$ cat src/sv/pip_pkg.sv
// Shared types and codes for the point-in-polygon test block.
// No dependencies; every other file refers to this package by scoped names.
package pip_pkg;

  // Item modes; the fourth code is unused and leaves the store untouched.
  typedef enum logic [1:0] {
    MODE_CLEAR  = 2'd0,
    MODE_APPEND = 2'd1,
    MODE_QUERY  = 2'd2
  } pip_mode_t;

  // Sequencer states, one-hot.
  typedef enum logic [3:0] {
    ST_IDLE  = 4'b0001,
    ST_WALK  = 4'b0010,
    ST_CLOSE = 4'b0100,
    ST_DRAIN = 4'b1000
  } pip_state_t;

  // Width of the reported vertex total.
  localparam int TOTAL_W = 7;

  // Per-cell control of the vertex ring.
  typedef struct packed {
    logic load;   // take the appended vertex
    logic shift;  // take the neighbour's vertex
    logic wrap;   // this cell holds the last vertex: take cell 0 instead
  } pip_cell_ctl_t;

  // Status of the edge test pipeline.
  typedef struct packed {
    logic busy;    // an edge is still in flight
    logic toggle;  // the edge leaving the pipeline crosses: flip parity
  } pip_edge_sts_t;

endpackage

$ cat src/sv/pip_edge.sv
// Three-stage edge crossing test: straddle check, cross products, sign compare.
// Depends on pip_pkg for the status struct.
module pip_edge #(
  parameter int COORD_BITS = 16
) (
  input  logic                         clk,
  input  logic                         rst_n,
  input  logic                         edge_vld,
  input  logic signed [COORD_BITS-1:0] xi,
  input  logic signed [COORD_BITS-1:0] yi,
  input  logic signed [COORD_BITS-1:0] xj,
  input  logic signed [COORD_BITS-1:0] yj,
  input  logic signed [COORD_BITS-1:0] px,
  input  logic signed [COORD_BITS-1:0] py,
  output pip_pkg::pip_edge_sts_t       sts
);

  localparam int D_W = COORD_BITS + 1;
  localparam int P_W = 2 * D_W;

  logic             v1_r, v2_r, v3_r;
  logic             strad1_r, strad2_r;
  logic             dyneg1_r, dyneg2_r;
  logic             tog3_r;
  logic signed [D_W-1:0] a_r, dy_r, b_r, c_r;
  logic signed [D_W-1:0] a_nxt, dy_nxt, b_nxt, c_nxt;
  logic signed [P_W-1:0] p1_r, p2_r;
  logic signed [P_W:0]   diff;
  logic                  strad_nxt, left;

  // Stage 1: differences and straddle test.
  always_comb begin
    a_nxt     = D_W'(px) - D_W'(xi);
    dy_nxt    = D_W'(yj) - D_W'(yi);
    b_nxt     = D_W'(xj) - D_W'(xi);
    c_nxt     = D_W'(py) - D_W'(yi);
    strad_nxt = (yi > py) != (yj > py);
  end

  // Stage 3: point is left of the crossing when the difference opposes dy.
  always_comb begin
    diff = (P_W+1)'(p1_r) - (P_W+1)'(p2_r);
    left = dyneg2_r ? (diff > 0) : (diff < 0);
  end

  always_ff @(posedge clk) begin
    if (!rst_n) begin
      v1_r   <= 1'b0;
      v2_r   <= 1'b0;
      v3_r   <= 1'b0;
      tog3_r <= 1'b0;
    end else begin
      v1_r   <= edge_vld;
      v2_r   <= v1_r;
      v3_r   <= v2_r;
      tog3_r <= v2_r & strad2_r & left;
    end
  end

  always_ff @(posedge clk) begin
    a_r      <= a_nxt;
    dy_r     <= dy_nxt;
    b_r      <= b_nxt;
    c_r      <= c_nxt;
    strad1_r <= strad_nxt;
    dyneg1_r <= dy_nxt[D_W-1];
    p1_r     <= P_W'(a_r) * P_W'(dy_r);
    p2_r     <= P_W'(b_r) * P_W'(c_r);
    strad2_r <= strad1_r;
    dyneg2_r <= dyneg1_r;
  end

  assign sts.busy   = v1_r | v2_r | v3_r;
  assign sts.toggle = tog3_r;

endmodule

$ cat config.mk
export PLATFORM = sky130hd
export DESIGN_NAME = pip_edge
export DESIGN_NICKNAME = d
export VERILOG_FILES = /design/src/sv/pip_pkg.sv /design/src/sv/pip_edge.sv
export SDC_FILE = /design/constraint.sdc
export NUM_CORES = 2
export LEC_CHECK = 0
export BUFFER_PORTS_ARGS = -buffer_cell sky130_fd_sc_hd__buf_2
export CAP_MARGIN = 5
export CORE_MARGIN = 3
export CORE_UTILIZATION = 45
export CTS_CLUSTER_DIAMETER = 100
export DETAILED_ROUTE_END_ITERATION = 10
export GPL_ROUTABILITY_DRIVEN = 0
export GPL_TIMING_DRIVEN = 1
export SETUP_SLACK_MARGIN = 0.2
export SLEW_MARGIN = 20
export SYNTH_ARGS = -nofsm -noshare
export SYNTH_HDL_FRONTEND = slang
export SYNTH_SLANG_ARGS = --single-unit
export TNS_END_PERCENT = 30
$ cat constraint.sdc
create_clock -name clk -period 6.25 [get_ports clk]
set_input_delay 0.625 -clock clk [delete_from_list [all_inputs] [get_ports clk]]
set_output_delay 0.625 -clock clk [all_outputs]
set_load 0.05 [all_outputs]
# == Word-level counts from Yosys, hierarchy flattened ==
# Index checks and enable logic that the tools add are counted.
# word_totals
ramBits,0
mem_count,0
elab_cells,31
inputBits,99
register_bits,144
output_inout_bits,2
latch_bits,0
mem_bits_ro,0
# classes
n_lt_le_gt_ge,4
n_eq_ne,1
n_div,0
n_reduce_logical,0
mul,2
n_addsub,5
shift,0
muxes,1
bitwise_logic,4
# ops
operator,count
$mul A17 B17 Y34,2
$sub A16 B16 Y17,4
$gt A35 B1 Y1 const B,1
$lt A35 B1 Y1 const B,1
$sub A34 B34 Y35,1
$gt A16 B16 Y1,2
$and A1 B1 Y1,2
$or A1 B1 Y1,2
$mux W1,1
$ne A1 B1 Y1,1

# == Depth between registers and ports, before layout ==
# logic_depth
word_depth,4
ltp_mapped,25
ltp_nobuf,24

# == Least setup slack after synthesis ==
# Ideal clock, no wire load.
# synth_path
path_type,register to register
from,register c_r[8]
to,register p2_r[31]
t_required_ns,6.178
period_less_slack_ns,6.450
n_path_buf,2
arrival_time_ns,6.378
path_stages_with_launch,26
slack_ns,-0.200
setup_ns,0.072
cell_sequence,dfxtp_1 clkbuf_1 clkbuf_1 nand2_1 fa_1 inv_1 fa_1 inv_1 fa_1 inv_1 fa_1 fa_1 inv_1 fa_1 inv_1 ha_1 o21ai_0 a21oi_1 a21boi_0 o21ai_0 a2111oi_2 o31ai_1 or4_1 a31o_2 a21oi_1 xnor2_1
# synth_between
elab_chain_len,1
# synth_lines
element,line,rtl
start: declaration,pip_edge.sv:25,"logic signed [D_W-1:0] a_r, dy_r, b_r, c_r;"
start signal: assignment,pip_edge.sv:64,c_r <= c_nxt;
$mul A17 B17 Y34,pip_edge.sv:68,p2_r <= P_W'(b_r) * P_W'(c_r);
end signal: assignment,pip_edge.sv:68,
end: declaration,pip_edge.sv:27,"logic signed [P_W-1:0] p1_r, p2_r;"
# Every way passes these cells.
# A chain may end at the register's enable or synchronous reset.

# == Worst setup path in the final report ==
# layout_path
from,register b_r[6]
to,register p2_r[31]
# layout_between
elab_chain_len,1
# layout_lines
element,line,rtl
start: declaration,pip_edge.sv:25,
start signal: assignment,pip_edge.sv:63,b_r <= b_nxt;
$mul A17 B17 Y34,pip_edge.sv:68,
# Every way passes these cells.

==> results.py <==
metrics = {
    "detailed_routing": {
        "routed_wirelength_um": 76100,
        "first_iter_violations": 1094,
        "vias": 22600,
        "vias_per_cell": 5.05,
        "wl_per_cell_um": 17.0,
        "postRouteAntennaNets": 0,
        "first_pass_iters": 6,
        "drc": 0,
    },
    "finish": {
        "fillerInstances": 6068,
        "drive_gt1_share_pct": 16.0,
        "nets": 4581,
        "multi_input_area_um2": 24400,
        "seqCellArea_um2": 2980,
        "final_cell_mix": "inv_1 (711), fa_1 (580), nand2_1 (333)",
        "area_delta_synth_final_pct": 15.8,
        "fin_util_pct": 53.2,
        "layout_commonest_cell": "inv_1",
    },
    "synth": {
        "async_flop_share_pct": 0,
        "synth_warnings": 0,
        "synth_area_um2": 29900,
        "synth_fp_nets": 4297,
        "synth_edf_count": 0,
        "synth-seq-cells": 143,
        "synthFlopType": "dfxtp_1",
        "yosysUniqueCellTypes": 74,
        "synth-seq-area-share_pct": 9.57,
        "synth_area_per_cell_um2": 9.02,
        "synth_cells": 3316,
    },
    "global_routing": {
        "overflow": 0,
        "grt_pass1_vias": 23600,
        "antenna_found_initial": 15,
        "grt_first_pass_wirelength_um": 125000,
        "grt_max_degree": 18,
        "grt_usage_pct": 22.8,
    },
    "job": {
        "cap_viol_max_count": 0,
    },
    "cts": {
        "htreeDepth": 4,
        "cts_sinks": 143,
        "numCtsBuffers": 17,
        "cts_tree": "yes",
        "cts.hold.buffers_added": 0,
        "root_buffer": "clkbuf_16",
        "max-clock-path-buffers": 2,
        "clk_latency_ns": 0.48,
        "path_clk_slew_ns": 0.06,
    },
    "sta": {
        "fin_setup_tns_ns": 0,
        "slew_headroom_pct": 33.5,
        "fin_skew_ns": 0.0182,
        "max_freq_ghz": 0.164,
        "fin_crit_sh_pct": 97.7,
        "final-hold-violation-count": 0,
        "drv_slew": 0,
        "grt_setup_unrepaired": "yes",
        "period_minus_slack_ns": 6.11,
        "worstMarginPinSlew_ns": 0.989,
        "finalSetupViolations": 0,
    },
    "min_path": {
        "hold_path_class": "register to register",
    },
    "placement": {
        "io_buffers": 100,
        "detailed_place_hpwl_um": 66100,
    },
    "die": {
        "ios": 101,
        "fp.dieArea_um2": 69600,
        "rows": 93,
        "initial_utilization_pct": 45.9,
        "die_y_um": 264,
        "die_x_um": 264,
        "core_area_um2": 65200,
    },
    "critical_path": {
        "crit_type": "register to register",
        "cp_data_required_time_ns": 6.65,
        "cp_max_fo": 6,
        "start_kind": "register",
        "end_kind": "register",
        "crit_arrival_ns": 6.51,
    },
    "status": {
        "status": "complete, no violations",
    },
}
-- path summary, 6_finish.rpt --
check / slack (ns) / start / endpoint / cells past startpoint
hold / removal: 0.33 / strad1_r / strad2_r / 0
setup reg to reg: 0.14 / b_r[6] / p2_r[31] / 22
hold reg to reg: 0.33 / strad1_r / strad2_r / 0
setup / recovery: 0.14 / b_r[6] / p2_r[31] / 22
-- synth_stat cells, types with 3 or more instances --
cell type  instances  share of area [%]
or4_1              4               0.10
o21bai_1           7               0.18
nand3b_1           4               0.10
o41ai_1            4               0.12
buf_2              3              0.050
a211o_1            9               0.26
a211oi_1          13               0.33
or2_2              4              0.084
dfxtp_1          143                9.6
a31oi_1           11               0.23
xnor2_1           97                2.8
or3_1              8               0.17
fa_1             597                 40
nor2_1           130                1.6
inv_1            741                9.3
nand2_1          338                4.2
o21a_1            22               0.55
and3_1             9               0.19
a41o_1             6               0.20
o211ai_1          12               0.30
xor2_1            29               0.85
nand4_1           10               0.21
o31ai_1            8               0.20
o311ai_0           5               0.15
a21boi_0          17               0.43
nor2b_1           25               0.52
nand3_1           32               0.54
a21oi_1          104                1.7
nor3_1            34               0.57
o21ai_0           75                1.3
and2_1           300                6.3
a2111oi_0          7               0.20
nor4_1             7               0.15
ha_1             285                 12
o31a_1             4               0.12
mux2_2             4               0.15
o2111ai_1          4               0.12
clkbuf_1          86                1.1
nor3b_1            4               0.10
nand2b_1          33               0.69
a21o_1            35               0.88
o22ai_1            4              0.084
-- stage by stage --
step,cells,instance area (um^2),worst slack [ns],hold slack [ns]
floorplan,3316,30000,0.195,0.310
detailed placement,4396,33000,-0.217,0.318
CTS,4443,34100,0.0952,0.308
global route,4468,34600,-0.0322,0.340
finish,4471,34600,0.144,0.328
global placement,4396,33000,-0.145,0.310
-- layer usage --
layer | global-route usage, % | share of wire, %
met2 | 38.1 | 48
met4 | 5.38 | 2.3
met5 | 0 | 0.17
met1 | 30.7 | 44
met3 | 4.49 | 5.6
-- final cells by class --
class,count,area share (%)
Clock buffer,18,1.24
Multi-Input combinational cell,2341,70.5
Timing Repair Buffer,356,8.04
Inverter,741,8.03
Tap cell,855,3.09
Sequential cell,143,8.59
Antenna cell,4,0.0289
Clock inverter,13,0.473
-- registers in the layout, summed over array words and instances (netlist names), 17 cells and up --
name,count
p1_r,34
b_r,17
a_r,17
c_r,17
p2_r,34
dy_r,17
-- worst max-delay path: stages, from the launching register on --
cell and delay, ns:
dfxtp_4 0.37, buf_4 0.13, and2_4 0.13, fa_1 0.54
inv_1 0.06, fa_1 0.46, fa_1 0.50, inv_1 0.05
fa_1 0.46, fa_1 0.51, inv_1 0.05, fa_1 0.48
inv_2 0.05, ha_4 0.16, nor4_4 0.33, o31ai_4 0.16
a2111oi_2 0.38, buf_4 0.19, o31ai_4 0.07, or4_4 0.44
a31o_4 0.24, a21oi_2 0.13, xnor2_1 0.13
-- repair_timing --
action / 4_1_cts / 5_1_grt
pin swaps: 51 / 96
setup endpoints to repair: 16 / 18
resized for setup: 114 / 121
buffers inserted: 16 / 23
cloned: 0 / 1
-- cells by family after synthesis --
kind of cell	after synthesis	synth area share, %
flip-flops	143	9.57
AO/OA/AOI/OAI	373	8.25
multiplexers	6	0.217
AND/OR/NAND/NOR	954	15.9
buffers and inverters	832	10.5
adder cells (fa/ha/maj)	882	51.9
XOR/XNOR	126	3.69
Power is left out: the tool's default activity adds up to more than one toggle a clock period on the data nets, which glitch-free logic cannot reach.
